$ cat config.mk
export PLATFORM = sky130hd
export DESIGN_NAME = rv32i_instruction_decoder_core_flat
export DESIGN_NICKNAME = d
export VERILOG_FILES = /design/src/design/rv32id_pkg.sv /design/src/design/rv32id_if.sv /design/src/design/rv32id_in_stage.sv /design/src/design/rv32id_decode.sv /design/src/design/rv32id_out_stage.sv /design/src/design/rv32i_instruction_decoder_core.sv /design/src/flat_wrapper.sv
export SDC_FILE = /design/constraint.sdc
export NUM_CORES = 1
export LEC_CHECK = 0
export BUFFER_PORTS_ARGS = -buffer_cell sky130_fd_sc_hd__buf_4
export CORE_ASPECT_RATIO = 1.1
export CORE_MARGIN = 4
export CORE_UTILIZATION = 52
export CTS_CLUSTER_SIZE = 40
export DETAILED_ROUTE_END_ITERATION = 10
export GPL_ROUTABILITY_DRIVEN = 0
export GPL_TIMING_DRIVEN = 1
export HOLD_SLACK_MARGIN = 0.05
export PLACE_DENSITY_LB_ADDON = 0.12
export SYNTH_ARGS = -nofsm -noshare
export SYNTH_HDL_FRONTEND = slang
export SYNTH_SLANG_ARGS = --single-unit
export TNS_END_PERCENT = 10
$ cat constraint.sdc
create_clock -name clk_i -period 3.85 [get_ports clk_i]
set_clock_uncertainty 0.15 [all_clocks]
set_input_delay 0.77 -clock clk_i [delete_from_list [all_inputs] [get_ports clk_i]]
set_output_delay 0.77 -clock clk_i [all_outputs]
set_load 0.005 [all_outputs]
$ cat src/design/rv32id_pkg.sv
// RV32I decoder package: opcode and funct7 codes, instruction ids, stage types.
// No dependencies; used by every other file of the decoder but rv32id_if.
`timescale 1ns / 1ps
`default_nettype none

package rv32id_pkg;

  typedef enum logic [6:0] {
    OPC_LOAD   = 7'h03,
    OPC_IARI   = 7'h13,
    OPC_AUIPC  = 7'h17,
    OPC_STORE  = 7'h23,
    OPC_R      = 7'h33,
    OPC_LUI    = 7'h37,
    OPC_BRANCH = 7'h63,
    OPC_JALR   = 7'h67,
    OPC_JAL    = 7'h6F
  } opcode_e;

  typedef enum logic [6:0] {
    F7_BASE = 7'h00,
    F7_ALT  = 7'h20
  } funct7_e;

  typedef enum logic [5:0] {
    ID_UNKNOWN = 6'd0,
    ID_ADD     = 6'd1,
    ID_SUB     = 6'd2,
    ID_SLL     = 6'd3,
    ID_SLT     = 6'd4,
    ID_SLTU    = 6'd5,
    ID_XOR     = 6'd6,
    ID_SRL     = 6'd7,
    ID_SRA     = 6'd8,
    ID_OR      = 6'd9,
    ID_AND     = 6'd10,
    ID_ADDI    = 6'd11,
    ID_SLLI    = 6'd12,
    ID_SLTI    = 6'd13,
    ID_SLTIU   = 6'd14,
    ID_XORI    = 6'd15,
    ID_SRLI    = 6'd16,
    ID_SRAI    = 6'd17,
    ID_ORI     = 6'd18,
    ID_ANDI    = 6'd19,
    ID_LB      = 6'd20,
    ID_LH      = 6'd21,
    ID_LW      = 6'd22,
    ID_LBU     = 6'd23,
    ID_LHU     = 6'd24,
    ID_SB      = 6'd25,
    ID_SH      = 6'd26,
    ID_SW      = 6'd27,
    ID_BEQ     = 6'd28,
    ID_BNE     = 6'd29,
    ID_BLT     = 6'd30,
    ID_BGE     = 6'd31,
    ID_BLTU    = 6'd32,
    ID_BGEU    = 6'd33,
    ID_LUI     = 6'd34,
    ID_AUIPC   = 6'd35,
    ID_JAL     = 6'd36,
    ID_JALR    = 6'd37
  } instr_id_e;

  typedef struct packed {
    logic        valid;
    logic [31:0] word;
  } s1_t;

  typedef struct packed {
    logic [6:0]         opcode_field;
    logic [4:0]         dest_reg;
    logic [2:0]         func3_field;
    logic [4:0]         src1_reg;
    logic [4:0]         src2_reg;
    logic [6:0]         func7_field;
    logic signed [31:0] immediate;
    logic [5:0]         instr_id;
  } dec_res_t;

endpackage

`default_nettype wire

$ cat src/design/rv32id_if.sv
// Valid/ready channel interfaces for the RV32I decoder: instruction in, fields out.
// No dependencies.
`timescale 1ns / 1ps
`default_nettype none

interface rv32id_in_if;
  logic        valid;
  logic        ready;
  logic [31:0] instr_word;

  modport source (output valid, output instr_word, input ready);
  modport sink   (input valid, input instr_word, output ready);
endinterface

interface rv32id_out_if;
  logic               valid;
  logic               ready;
  logic [6:0]         opcode_field;
  logic [4:0]         dest_reg;
  logic [2:0]         func3_field;
  logic [4:0]         src1_reg;
  logic [4:0]         src2_reg;
  logic [6:0]         func7_field;
  logic signed [31:0] immediate;
  logic [5:0]         instr_id;

  modport source (output valid, output opcode_field, output dest_reg, output func3_field,
                  output src1_reg, output src2_reg, output func7_field, output immediate,
                  output instr_id, input ready);
  modport sink   (input valid, input opcode_field, input dest_reg, input func3_field,
                  input src1_reg, input src2_reg, input func7_field, input immediate,
                  input instr_id, output ready);
endinterface

`default_nettype wire

$ cat src/design/rv32id_in_stage.sv
// Input register of the RV32I decoder: captures one instruction word.
// Depends on rv32id_pkg and rv32id_in_if.
`timescale 1ns / 1ps
`default_nettype none

module rv32id_in_stage (
  input  wire logic         clk_i,
  input  wire logic         rst_ni,
  rv32id_in_if.sink         instr_i,
  input  wire logic         adv_i,
  output rv32id_pkg::s1_t   s1_o
);

  logic        valid_q, valid_d;
  logic [31:0] word_q, word_d;
  logic        load;

  assign instr_i.ready = !valid_q || adv_i;
  assign load          = instr_i.valid && instr_i.ready;

  always_comb begin
    valid_d = valid_q;
    word_d  = word_q;
    if (instr_i.ready) begin
      valid_d = instr_i.valid;
    end
    if (load) begin
      word_d = instr_i.instr_word;
    end
  end

  always_ff @(posedge clk_i or negedge rst_ni) begin
    if (!rst_ni) begin
      valid_q <= 1'b0;
    end else begin
      valid_q <= valid_d;
    end
  end

  always_ff @(posedge clk_i) begin
    word_q <= word_d;
  end

  assign s1_o.valid = valid_q;
  assign s1_o.word  = word_q;

endmodule

`default_nettype wire

$ cat src/design/rv32id_decode.sv
// Field split, immediate build and instruction classification for one RV32I word.
// Purely combinational; depends on rv32id_pkg.
`timescale 1ns / 1ps
`default_nettype none

module rv32id_decode (
  input  wire logic [31:0]     word_i,
  output rv32id_pkg::dec_res_t res_o
);

  logic [6:0]  opc;
  logic [2:0]  f3;
  logic [6:0]  f7;
  logic        var_ok;
  logic        var_alt;
  logic [31:0] imm_i, imm_s, imm_b, imm_u, imm_j;
  logic [31:0] imm;
  rv32id_pkg::instr_id_e id;

  assign opc     = word_i[6:0];
  assign f3      = word_i[14:12];
  assign f7      = word_i[31:25];
  assign var_alt = (f7 == rv32id_pkg::F7_ALT);
  assign var_ok  = (f7 == rv32id_pkg::F7_BASE) || var_alt;

  assign imm_i = {{20{word_i[31]}}, word_i[31:20]};
  assign imm_s = {{20{word_i[31]}}, word_i[31:25], word_i[11:7]};
  assign imm_b = {{19{word_i[31]}}, word_i[31], word_i[7], word_i[30:25], word_i[11:8], 1'b0};
  assign imm_u = {word_i[31:12], 12'h000};
  assign imm_j = {{11{word_i[31]}}, word_i[31], word_i[19:12], word_i[20], word_i[30:21],
                  1'b0};

  always_comb begin
    imm = '0;
    id  = rv32id_pkg::ID_UNKNOWN;
    case (opc)
      rv32id_pkg::OPC_R: begin
        case (f3)
          3'd0: id = !var_ok ? rv32id_pkg::ID_UNKNOWN :
                     (var_alt ? rv32id_pkg::ID_SUB : rv32id_pkg::ID_ADD);
          3'd1: id = rv32id_pkg::ID_SLL;
          3'd2: id = rv32id_pkg::ID_SLT;
          3'd3: id = rv32id_pkg::ID_SLTU;
          3'd4: id = rv32id_pkg::ID_XOR;
          3'd5: id = !var_ok ? rv32id_pkg::ID_UNKNOWN :
                     (var_alt ? rv32id_pkg::ID_SRA : rv32id_pkg::ID_SRL);
          3'd6: id = rv32id_pkg::ID_OR;
          3'd7: id = rv32id_pkg::ID_AND;
          default: id = rv32id_pkg::ID_UNKNOWN;
        endcase
      end
      rv32id_pkg::OPC_IARI: begin
        imm = imm_i;
        case (f3)
          3'd0: id = rv32id_pkg::ID_ADDI;
          3'd1: id = rv32id_pkg::ID_SLLI;
          3'd2: id = rv32id_pkg::ID_SLTI;
          3'd3: id = rv32id_pkg::ID_SLTIU;
          3'd4: id = rv32id_pkg::ID_XORI;
          3'd5: id = !var_ok ? rv32id_pkg::ID_UNKNOWN :
                     (var_alt ? rv32id_pkg::ID_SRAI : rv32id_pkg::ID_SRLI);
          3'd6: id = rv32id_pkg::ID_ORI;
          3'd7: id = rv32id_pkg::ID_ANDI;
          default: id = rv32id_pkg::ID_UNKNOWN;
        endcase
      end
      rv32id_pkg::OPC_LOAD: begin
        imm = imm_i;
        case (f3)
          3'd0: id = rv32id_pkg::ID_LB;
          3'd1: id = rv32id_pkg::ID_LH;
          3'd2: id = rv32id_pkg::ID_LW;
          3'd4: id = rv32id_pkg::ID_LBU;
          3'd5: id = rv32id_pkg::ID_LHU;
          default: id = rv32id_pkg::ID_UNKNOWN;
        endcase
      end
      rv32id_pkg::OPC_STORE: begin
        imm = imm_s;
        case (f3)
          3'd0: id = rv32id_pkg::ID_SB;
          3'd1: id = rv32id_pkg::ID_SH;
          3'd2: id = rv32id_pkg::ID_SW;
          default: id = rv32id_pkg::ID_UNKNOWN;
        endcase
      end
      rv32id_pkg::OPC_BRANCH: begin
        imm = imm_b;
        case (f3)
          3'd0: id = rv32id_pkg::ID_BEQ;
          3'd1: id = rv32id_pkg::ID_BNE;
          3'd4: id = rv32id_pkg::ID_BLT;
          3'd5: id = rv32id_pkg::ID_BGE;
          3'd6: id = rv32id_pkg::ID_BLTU;
          3'd7: id = rv32id_pkg::ID_BGEU;
          default: id = rv32id_pkg::ID_UNKNOWN;
        endcase
      end
      rv32id_pkg::OPC_LUI: begin
        imm = imm_u;
        id  = rv32id_pkg::ID_LUI;
      end
      rv32id_pkg::OPC_AUIPC: begin
        imm = imm_u;
        id  = rv32id_pkg::ID_AUIPC;
      end
      rv32id_pkg::OPC_JAL: begin
        imm = imm_j;
        id  = rv32id_pkg::ID_JAL;
      end
      rv32id_pkg::OPC_JALR: begin
        imm = imm_i;
        id  = rv32id_pkg::ID_JALR;
      end
      default: begin
        imm = '0;
        id  = rv32id_pkg::ID_UNKNOWN;
      end
    endcase
  end

  assign res_o.opcode_field = opc;
  assign res_o.dest_reg     = word_i[11:7];
  assign res_o.func3_field  = f3;
  assign res_o.src1_reg     = word_i[19:15];
  assign res_o.src2_reg     = word_i[24:20];
  assign res_o.func7_field  = f7;
  assign res_o.immediate    = imm;
  assign res_o.instr_id     = id;

endmodule

`default_nettype wire

$ cat src/design/rv32id_out_stage.sv
// Result register of the RV32I decoder: holds one decoded word until taken.
// Depends on rv32id_pkg and rv32id_out_if.
`timescale 1ns / 1ps
`default_nettype none

module rv32id_out_stage (
  input  wire logic                 clk_i,
  input  wire logic                 rst_ni,
  input  wire rv32id_pkg::s1_t      s1_i,
  input  wire rv32id_pkg::dec_res_t res_i,
  output logic                      adv_o,
  rv32id_out_if.source              dec_o
);

  logic                 valid_q, valid_d;
  rv32id_pkg::dec_res_t res_q, res_d;

  assign adv_o = !valid_q || dec_o.ready;

  always_comb begin
    valid_d = valid_q;
    res_d   = res_q;
    if (adv_o) begin
      valid_d = s1_i.valid;
      if (s1_i.valid) begin
        res_d = res_i;
      end
    end
  end

  always_ff @(posedge clk_i or negedge rst_ni) begin
    if (!rst_ni) begin
      valid_q <= 1'b0;
    end else begin
      valid_q <= valid_d;
    end
  end

  always_ff @(posedge clk_i) begin
    res_q <= res_d;
  end

  assign dec_o.valid        = valid_q;
  assign dec_o.opcode_field = res_q.opcode_field;
  assign dec_o.dest_reg     = res_q.dest_reg;
  assign dec_o.func3_field  = res_q.func3_field;
  assign dec_o.src1_reg     = res_q.src1_reg;
  assign dec_o.src2_reg     = res_q.src2_reg;
  assign dec_o.func7_field  = res_q.func7_field;
  assign dec_o.immediate    = res_q.immediate;
  assign dec_o.instr_id     = res_q.instr_id;

endmodule

`default_nettype wire

$ cat src/design/rv32i_instruction_decoder_core.sv
// Top level of the RV32I decoder: input register, decode logic, result register.
// Depends on rv32id_pkg, rv32id_if, rv32id_in_stage, rv32id_decode, rv32id_out_stage.
//
//   channel   dir   handshake      word
//   instr_i   in    valid/ready    instr_word
//   dec_o     out   valid/ready    opcode_field .. instr_id
//
// One word per cycle sustained while dec_o.ready stays high.
// The path is input register, decode logic, result register.
// Reset (rst_ni low, asynchronous) empties both registers.
// A stall on dec_o holds the result register; the input register still takes a
// word if it is empty, so two words are held before instr_i.ready drops.
`timescale 1ns / 1ps
`default_nettype none

module rv32i_instruction_decoder_core (
  input  wire logic    clk_i,
  input  wire logic    rst_ni,
  rv32id_in_if.sink    instr_i,
  rv32id_out_if.source dec_o
);

  rv32id_pkg::s1_t      s1;
  rv32id_pkg::dec_res_t res;
  logic                 adv;

  rv32id_in_stage u_in (
    .clk_i   (clk_i),
    .rst_ni  (rst_ni),
    .instr_i (instr_i),
    .adv_i   (adv),
    .s1_o    (s1)
  );

  rv32id_decode u_dec (
    .word_i (s1.word),
    .res_o  (res)
  );

  rv32id_out_stage u_out (
    .clk_i  (clk_i),
    .rst_ni (rst_ni),
    .s1_i   (s1),
    .res_i  (res),
    .adv_o  (adv),
    .dec_o  (dec_o)
  );

  a_r_type_no_imm: assert property (@(posedge clk_i) disable iff (!rst_ni)
    dec_o.valid && dec_o.opcode_field == rv32id_pkg::OPC_R |-> dec_o.immediate == 32'sd0)
    else $error("R-type result carries a non-zero immediate");

  a_add_funct7: assert property (@(posedge clk_i) disable iff (!rst_ni)
    dec_o.valid && dec_o.instr_id == rv32id_pkg::ID_ADD
      |-> dec_o.opcode_field == rv32id_pkg::OPC_R && dec_o.func7_field == rv32id_pkg::F7_BASE
        && dec_o.func3_field == 3'd0)
    else $error("ADD id without matching opcode, funct3 and funct7");

  a_lui_imm: assert property (@(posedge clk_i) disable iff (!rst_ni)
    dec_o.valid && dec_o.opcode_field == rv32id_pkg::OPC_LUI
      |-> dec_o.immediate[11:0] == 12'h000 && dec_o.instr_id == rv32id_pkg::ID_LUI)
    else $error("LUI result malformed");

  a_s1_held: assert property (@(posedge clk_i) disable iff (!rst_ni)
    s1.valid && !adv |=> s1.valid && $stable(s1.word))
    else $error("input register lost a word during a stall");

  a_out_loaded: assert property (@(posedge clk_i) disable iff (!rst_ni)
    s1.valid && adv |=> dec_o.valid)
    else $error("decoded word not moved into the result register");

endmodule

`default_nettype wire

$ cat src/flat_wrapper.sv
// flat-port wrapper written by rule: the top's interface ports become plain ports
module rv32i_instruction_decoder_core_flat 
  (clk_i, rst_ni, instr_i_valid, instr_i_instr_word, instr_i_ready, dec_o_valid, dec_o_opcode_field, dec_o_dest_reg, dec_o_func3_field, dec_o_src1_reg, dec_o_src2_reg, dec_o_func7_field, dec_o_immediate, dec_o_instr_id, dec_o_ready);
  rv32id_in_if instr_i_i ();
  rv32id_out_if dec_o_i ();
  input  wire logic clk_i;
  input  wire logic rst_ni;
  input wire logic [$bits(instr_i_i.valid)-1:0] instr_i_valid;
  input wire logic [$bits(instr_i_i.instr_word)-1:0] instr_i_instr_word;
  output wire logic [$bits(instr_i_i.ready)-1:0] instr_i_ready;
  output wire logic [$bits(dec_o_i.valid)-1:0] dec_o_valid;
  output wire logic [$bits(dec_o_i.opcode_field)-1:0] dec_o_opcode_field;
  output wire logic [$bits(dec_o_i.dest_reg)-1:0] dec_o_dest_reg;
  output wire logic [$bits(dec_o_i.func3_field)-1:0] dec_o_func3_field;
  output wire logic [$bits(dec_o_i.src1_reg)-1:0] dec_o_src1_reg;
  output wire logic [$bits(dec_o_i.src2_reg)-1:0] dec_o_src2_reg;
  output wire logic [$bits(dec_o_i.func7_field)-1:0] dec_o_func7_field;
  output wire logic [$bits(dec_o_i.immediate)-1:0] dec_o_immediate;
  output wire logic [$bits(dec_o_i.instr_id)-1:0] dec_o_instr_id;
  input wire logic [$bits(dec_o_i.ready)-1:0] dec_o_ready;
  assign instr_i_i.valid = instr_i_valid;
  assign instr_i_i.instr_word = instr_i_instr_word;
  assign instr_i_ready = instr_i_i.ready;
  assign dec_o_valid = dec_o_i.valid;
  assign dec_o_opcode_field = dec_o_i.opcode_field;
  assign dec_o_dest_reg = dec_o_i.dest_reg;
  assign dec_o_func3_field = dec_o_i.func3_field;
  assign dec_o_src1_reg = dec_o_i.src1_reg;
  assign dec_o_src2_reg = dec_o_i.src2_reg;
  assign dec_o_func7_field = dec_o_i.func7_field;
  assign dec_o_immediate = dec_o_i.immediate;
  assign dec_o_instr_id = dec_o_i.instr_id;
  assign dec_o_i.ready = dec_o_ready;
  rv32i_instruction_decoder_core u_core (.clk_i(clk_i), .rst_ni(rst_ni), .instr_i(instr_i_i), .dec_o(dec_o_i));
endmodule
* Word-level counts from Yosys, hierarchy flattened
Index checks and enable logic that the tools add are counted.
** Word-level totals
- Flip-flop bits (word level) :: 104
- Output and inout port bits :: 72
- Logic and storage cells :: 52
** Operators by class
- Reductions and logical operators :: 11
- Mux-type cells :: 13
- Equality and inequality tests :: 17
** Operators with widths (count)
- one-hot mux 32 bit (5 select lines) :: 1
- one-hot mux 6 bit (8 select lines) :: 2
- one-hot mux 6 bit (9 select lines) :: 1
- one-hot mux 6 bit (6 select lines) :: 1
- == test 7 x 6 -> 1 bit (second input constant) :: 4
- one-hot mux 5 bit (5 select lines) :: 1
- == test 7 bit (second input constant) :: 3
- one-hot mux 5 bit (3 select lines) :: 1
- == test 7 x 5 -> 1 bit (second input constant) :: 2
- == test 3 bit (second input constant) :: 4
- two-way mux 4 bit :: 2
- == test 7 x 2 -> 1 bit (second input constant) :: 1
- logical NOT 7 bit :: 1
- == test 3 x 2 -> 1 bit (second input constant) :: 2
- two-way mux 5 bit :: 1
- two-way mux 2 bit :: 2
- == test 3 x 1 -> 1 bit (second input constant) :: 1
- logical NOT 3 bit :: 1
- logical OR 1 bit :: 3
- OR reduction 3 bit :: 1
- logical NOT 1 bit :: 2
- AND reduction 2 bit :: 1
- OR reduction 2 bit :: 1
- logical AND 1 bit :: 1
- two-way mux 1 bit :: 1

* Logic depth before layout (Yosys ltp)
Gate-level depths: netlist (run 1).
- Word-level depth :: 5
- Mapped depth :: 6
- Depth with buffers taken out :: 4

* Hierarchy
A second synthesis (run 1) with hierarchy kept.
** Unflattened totals
- Cell total of the unflattened synthesis :: 293
- Area, all modules :: 4331.7 sq um
** Modules (own cells, without submodules)
- rv32id_out_stage :: sequential area each 2127.0 sq um, cells an instance 74, area an instance 2155.8 sq um, times used 1
- rv32id_decode :: sequential area each 0.0 sq um, cells an instance 182, area an instance 1153.6 sq um, times used 1
- rv32id_in_stage :: sequential area each 985.9 sq um, cells an instance 37, area an instance 1022.2 sq um, times used 1

* Least setup slack after synthesis (run 1)
No wires, ideal clock.
- Path type :: in2reg
- Start point :: input dec_o_ready
- End point :: register u_core.u_out.res_q, in the netlist u_core.u_out.dec_o.dest_reg[0] (enable)
- Path slack :: 743 ps
- Stages :: 2
- Buffers on the path :: 0
- Setup time :: 436 ps
- Data arrival time :: 2521 ps
- Cell sequence :: nand2b_1 and2_1
** Between the ends
- Longest elaborated chain between the ends :: 2
** RTL lines
- start: declaration :: line flat_wrapper.sv:20 : input wire logic [$bits(dec_o_i.ready)-1:0] dec_o_ready;
- logical OR 1 bit :: line rv32id_out_stage.sv:18 : assign adv_o = !valid_q || dec_o.ready;
- AND reduction 2 bit (no source line)
- end signal: assignment :: line rv32id_out_stage.sv:40 : res_q <= res_d;
- end: declaration :: line rv32id_out_stage.sv:16 : rv32id_pkg::dec_res_t res_q, res_d;
No other way between the ends.
A chain may end at the register's enable or synchronous reset.

==> qor.yml, run 1 <==
vias_per_cell: 5.32
path_clk_slew_ns: 0.10
cp-start-kind: "register"
ys_warn_count: 0
grt_pass1_vias: 2426
cts_num_sinks: 104
grt_usage_pct: 17.0
cts-resized-gates: 0
cts_buffers: 9
insertion_delay_ns: 0.35
cts_buffer_depth: 2
ys_seq_area_share_pct: 75.2
routed_wl_um: 7980
grt-ovfl-total: 0
place_area_mm2: 0.00499
core_area_mm2: 0.00760
power_density_mw_per_mm2: 427
max_slew.worst_pin.slew_ns: 0.900
synth_top_area_share_pct: 74.0
synthTopCellsByCount: "edfxtp_1, a21o_1, nand2_1"
cts_tree: "built"
finalSetupViolCount: 0
synth_edf_count: 102
fp.dieH_um: 102
drc: 0
fp.dieW_um: 93.1
synth_cells: 254
slew-limit-headroom_pct: 39.7
critPathKind: "reg -> reg"
antenna_found_initial: 0
synth_area_leaders: "edfxtp_1, a21o_1, and2_1"
critical_path_arrival_ns: 2.44
syn_area_mm2: 0.00414
antenna_cells: 0
place.port_buffers: 107
dp_hpwl_um: 5430
endpoint_kind: "register"
slew_violations: 0
cts-root-buf: "clkbuf_8"
num_vias: 2499
rows: 33
min_path_cells: 0
fin_crit_sh_pct: 61.4
antenna_left: 0
synth.most_common_cell: "edfxtp_1"
leakagePower_nw: 2.11
grt_max_degree: 71
status: "finished, final reports clean"
critPathMaxFanout: 19
avgRoutedWirePerCell_um: 17.0
finalWorstPathRequiredPeriod_ns: 2.36
syn_nets: 290
dr.pass1.iters: 4
start_util_pct: 54.5
die-area_mm2: 0.00945
fin_nets: 396
hold_ws_ns: 0.313
synthFlopType: "edfxtp_1"
cts_hold_buf: 1
finalSetupTns_ns: 0
syn_avg_cell_area_um2: 16.3
peakVddDrop_uv: 352
rr_worst_depth: 4
rsz0062_at_grt: "false"
drive_above_1_share_pct: 36.4
required_ns: 3.93
max_clock_freq_mhz: 423
hp-class: "reg -> reg"
synth-seq-cells: 104
grt_pass1_wl_um: 12200
syn_to_final_growth_pct: 25.1
final_area_mm2: 0.00518
final-hold-violation-count: 0
synthArstFlopShare_pct: 1.92
cts_max_level: 3
total_power_mw: 2.21
num_io_pins: 108
utilization_pct: 68.1
drtIter0Drc: 214
ys_types: 51
postCtsSetupRepairBufs: 0
yosys.area.top_type: "edfxtp_1"
drv_cap: 0
## metrics by stage
step                      worst slack, ns  instances
after floorplan                     0.743        254
after global placement               1.40        453
after detailed placement             1.32        453
after CTS                            1.47        470
after global routing                 1.26        470
final                                1.49        470
## cells in the final DEF, fill, tap and decap left out, drive strengths merged, types with 2 or more instances in the layout
| cell | count |
|---|---|
| nand2b | 6 |
| edfxtp | 102 |
| buf | 108 |
| a21o | 21 |
| a32oi | 3 |
| dfrtp | 2 |
| a21oi | 6 |
| a22o | 4 |
| nor2 | 7 |
| or2 | 5 |
| nand3b | 4 |
| xnor2 | 2 |
| o211ai | 6 |
| inv | 8 |
| o22a | 3 |
| and2 | 9 |
| a2111oi | 2 |
| nor3b | 2 |
| o41ai | 3 |
| o21ai | 5 |
| nand3 | 5 |
| nor3 | 5 |
| clkbuf | 10 |
| o221ai | 2 |
| nand2 | 11 |
| clkinv | 3 |
## path summary, 6_finish.rpt
kind	from	endpoint	slack, ns
max	u_core.u_in.word_q[4]	u_core.u_out.dec_o.immediate[19]	1.49
min	u_core.u_in.word_q[9]	u_core.u_out.dec_o.dest_reg[2]	0.31
max reg2reg	u_core.u_in.word_q[4]	u_core.u_out.dec_o.immediate[19]	1.49
min reg2reg	u_core.u_in.word_q[9]	u_core.u_out.dec_o.dest_reg[2]	0.31
max in group asynchronous	rst_ni	u_core.u_out.dec_o.valid	2.89
min in group asynchronous	rst_ni	u_core.u_in.valid_q	0.57
## logic make-up after synthesis
| kind of cell | share of synthesized area, % |
|---|---|
| and+or+nand+nor | 9.10 |
| DFF | 75.2 |
| AOI/OAI and AO/OA | 12.1 |
| muxes | 0.272 |
| xor gates and xnor gates | 0.423 |
| buffers and inverters | 2.87 |
## worst max-delay path, cell delays in order (launching register included)
cell	delay, ns
edfxtp_1	0.70
nand2_1	0.20
nor3_2	0.72
a21o_1	0.30
a21o_1	0.16
## final cells by class
| type | instances | area (um^2) |
|---|---|---|
| Sequential cell | 104 | 3110 |
| Fill cell | 578 | 2420 |
| Multi-Input combinational cell | 131 | 915 |
| Timing Repair Buffer | 109 | 821 |
| Tap cell | 105 | 131 |
| Clock buffer | 10 | 128 |
| Clock inverter | 6 | 50.0 |
| Inverter | 5 | 18.8 |
## metal layers
metal,global-route usage [%],share of wire (%),up-vias
li1,-,-,1205
met1,22.3,41,1200
met2,27.7,50,82
met3,4.38,7.1,12
met4,6.43,1.6,0
met5,0,0,-
## power breakdown
group | internal, mW | switching, mW
Sequential | 1.34 | 0.0521
Clock | 0.245 | 0.369
Combinational | 0.112 | 0.0958
Power figures use the tool's default switching activity.
==> run 2, diff against run 1 <==
--- a/config.mk
+++ b/config.mk
@@ -8,7 +8,7 @@
 export BUFFER_PORTS_ARGS = -buffer_cell sky130_fd_sc_hd__buf_4
 export CORE_ASPECT_RATIO = 1.1
 export CORE_MARGIN = 4
-export CORE_UTILIZATION = 52
+export CORE_UTILIZATION = 47
 export CTS_CLUSTER_SIZE = 40
 export DETAILED_ROUTE_END_ITERATION = 10
 export GPL_ROUTABILITY_DRIVEN = 0
==> constraint.sdc (replaced) <==
create_clock -name clk_i -period 2 [get_ports clk_i]
set_clock_uncertainty 0.15 [all_clocks]
set_input_delay 0.4 -clock clk_i [delete_from_list [all_inputs] [get_ports clk_i]]
set_output_delay 0.4 -clock clk_i [all_outputs]
set_load 0.005 [all_outputs]
==> run 2 against run 1 <==
Combinational power grew to 2.6 times the previous value. Critical endpoint is now u_core.u_out.dec_o.instr_id[0]. Final cell count is 12% higher. Register-to-register slack worse by 1.4 ns. Critical path depth stayed put. Setup slack worse by 1.4 ns. Largest cell class unchanged. Die area is 9.7% higher. Fmax is 23% higher. Total power is 99% higher.
==> qor.yml, run 2 (same netlist as run 1, synthesis figures left out) <==
insertion_delay_ns: 0.37  # +0.02 ns
min_path_cells: 1  # +1
finalWorstPathRequiredPeriod_ns: 1.93  # -0.437 ns
core_area_mm2: 0.00850  # +12%
grt_pass1_wl_um: 14400  # +18%
drc: 0  # unchanged
endpoint_kind: "register"
cp-endpoint: "u_core.u_out.dec_o.instr_id[0]"
drv_cap: 0  # unchanged
power_density_mw_per_mm2: 766  # +79%
antenna_left: 0  # unchanged
dr.pass1.iters: 5  # +1
cp_cell_sequence: "or4_4 -> o311ai_4 -> a32oi_1 -> o211ai_1"
fin_nets: 448  # +13%
syn_to_final_growth_pct: 38.5
max_slew.worst_pin.slew_ns: 0.518  # -0.381 ns
pre_cts_slack_ns: 0.101  # -1.22 ns
vias_per_cell: 5.27  # -0.98%
critical_path_arrival_ns: 1.96  # -0.48 ns
place.port_buffers: 107  # unchanged
peakVddDrop_uv: 423  # +20%
final-hold-violation-count: 0  # unchanged
dp_hpwl_um: 6180  # +14%
r2r_slack_ns: 0.07  # -1.41 ns
num_io_pins: 108  # unchanged
cts-root-buf: "clkbuf_8"
critPathKind: "reg -> reg"
cts_max_level: 3  # unchanged
n_fill_cell: 648  # +12%
finalSetupTns_ns: 0  # unchanged
final_common_cell: "buf_4"
final_cell_mix: "buf_4, edfxtp_1, dlygate4sd3_1, a21o_1, nand2_1"
rr_worst_depth: 4  # unchanged
dp_cells: 481  # +6.2%
routed_wl_um: 8900  # +12%
grt_max_degree: 33  # -54%
max_clock_freq_mhz: 519  # +23%
grt_pass1_vias: 2917  # +20%
timing.rr.start: "u_core.u_in.word_q[26]"
worstSetupStartpoint: "u_core.u_in.word_q[26]"
required_ns: 2.04  # -1.89 ns
rsz0062_at_grt: "true"
cts_tree: "built"
cpPeakStageDelay_ns: 0.64  # -0.08 ns
slew-limit-headroom_pct: 64.6  # +25 points
fin_crit_sh_pct: 96.3  # +35 points
final_area_mm2: 0.00573  # +11%
worstReg2RegEnd: "u_core.u_out.dec_o.instr_id[0]"
critPathMaxFanout: 7  # -12
fp.dieW_um: 97.5  # +4.7%
cts_buffer_depth: 2  # unchanged
finalSetupViolCount: 0  # unchanged
drtIter0Drc: 215  # +0.47%
num_vias: 2780  # +11%
fp.dieH_um: 106  # +4.8%
start_util_pct: 48.7  # -5.8 points
cts_buffers: 9  # unchanged
fin_cells: 528  # +12%
slew_violations: 0  # unchanged
status: "finished, final reports clean"
leakagePower_nw: 2.37  # +12%
postCtsSetupRepairBufs: 0  # unchanged
path_clk_slew_ns: 0.09  # about the same
grt_usage_pct: 17.7  # +0.62 points
drive_above_1_share_pct: 38.4  # +1.9 points
grt-ovfl-total: 0  # unchanged
seq_area_mm2: 0.00311  # unchanged
total_power_mw: 4.39  # +99%
cts_num_sinks: 104  # unchanged
place_area_mm2: 0.00521  # +4.5%
die-area_mm2: 0.0104  # +9.7%
antenna_cells: 0  # unchanged
multi_input_area_um2: 942  # +3.0%
hp-class: "in -> reg"
antenna_found_initial: 0  # unchanged
cp_slowest_cell: "or4_4"
avgRoutedWirePerCell_um: 16.9  # -0.73%
setup_ws_ns: 0.0737  # -1.41 ns
cp-start-kind: "register"
rows: 35  # +6.1%
run 2: critical path, delay by kind of cell (launching register included):
family	cells	cell delay, ns
and+or+nand+nor	1	0.64
DFF	1	0.43
AOI/OAI and AO/OA	3	0.54
run 2: layout make-up:
type | count | share of cell area [%]
Multi-Input combinational cell | 131 | 16.4
Sequential cell | 104 | 54.3
Clock inverter | 6 | 0.960
Tap cell | 111 | 2.42
Inverter | 5 | 0.327
Timing Repair Buffer | 161 | 23.3
Clock buffer | 10 | 2.23
run 2: power breakdown:
| part | internal (mW) | switching [mW] |
|---|---|---|
| Combinational | 0.302 | 0.247 |
| Clock | 0.473 | 0.729 |
| Sequential | 2.57 | 0.0679 |
| Total | 3.35 | 1.04 |
run 2: through the flow:
stage	util, %	hold WS (ns)
2_1_floorplan	-	-0.0456
3_3_place_gp	61.3	0.0331
3_5_place_dp	61.3	0.0371
4_1_cts	66.7	0.0505
5_1_grt	67.5	0.0545
6_report	67.5	0.0764
run 2: how the worst min path moves through the flow:
stage,slack [ns],end,from
after floorplan,-0.05,u_core.u_in.valid_q,rst_ni
after global placement,0.03,u_core.u_out.dec_o.valid,rst_ni
after detailed placement,0.04,u_core.u_out.dec_o.valid,rst_ni
after CTS,0.05,u_core.u_in.word_q[6],instr_i_instr_word[6]
after global routing,0.05,u_core.u_in.word_q[14],instr_i_instr_word[14]
final,0.08,u_core.u_in.word_q[14],instr_i_instr_word[14]
run 2: layer usage:
layer  global-route usage [%]  wire length, um  vias up
li1                         -                -     1308
met1                     20.1             3480     1362
met2                     31.3             4640      100
met3                     5.91              675       10
met4                     5.64              105        0
met5                        0                0        -
run 2: timing repair:
action	CTS	global route
hold buffers	27	4
setup endpoints to repair	0	7
endpoints found under the hold margin	28	4
resized for setup	0	4
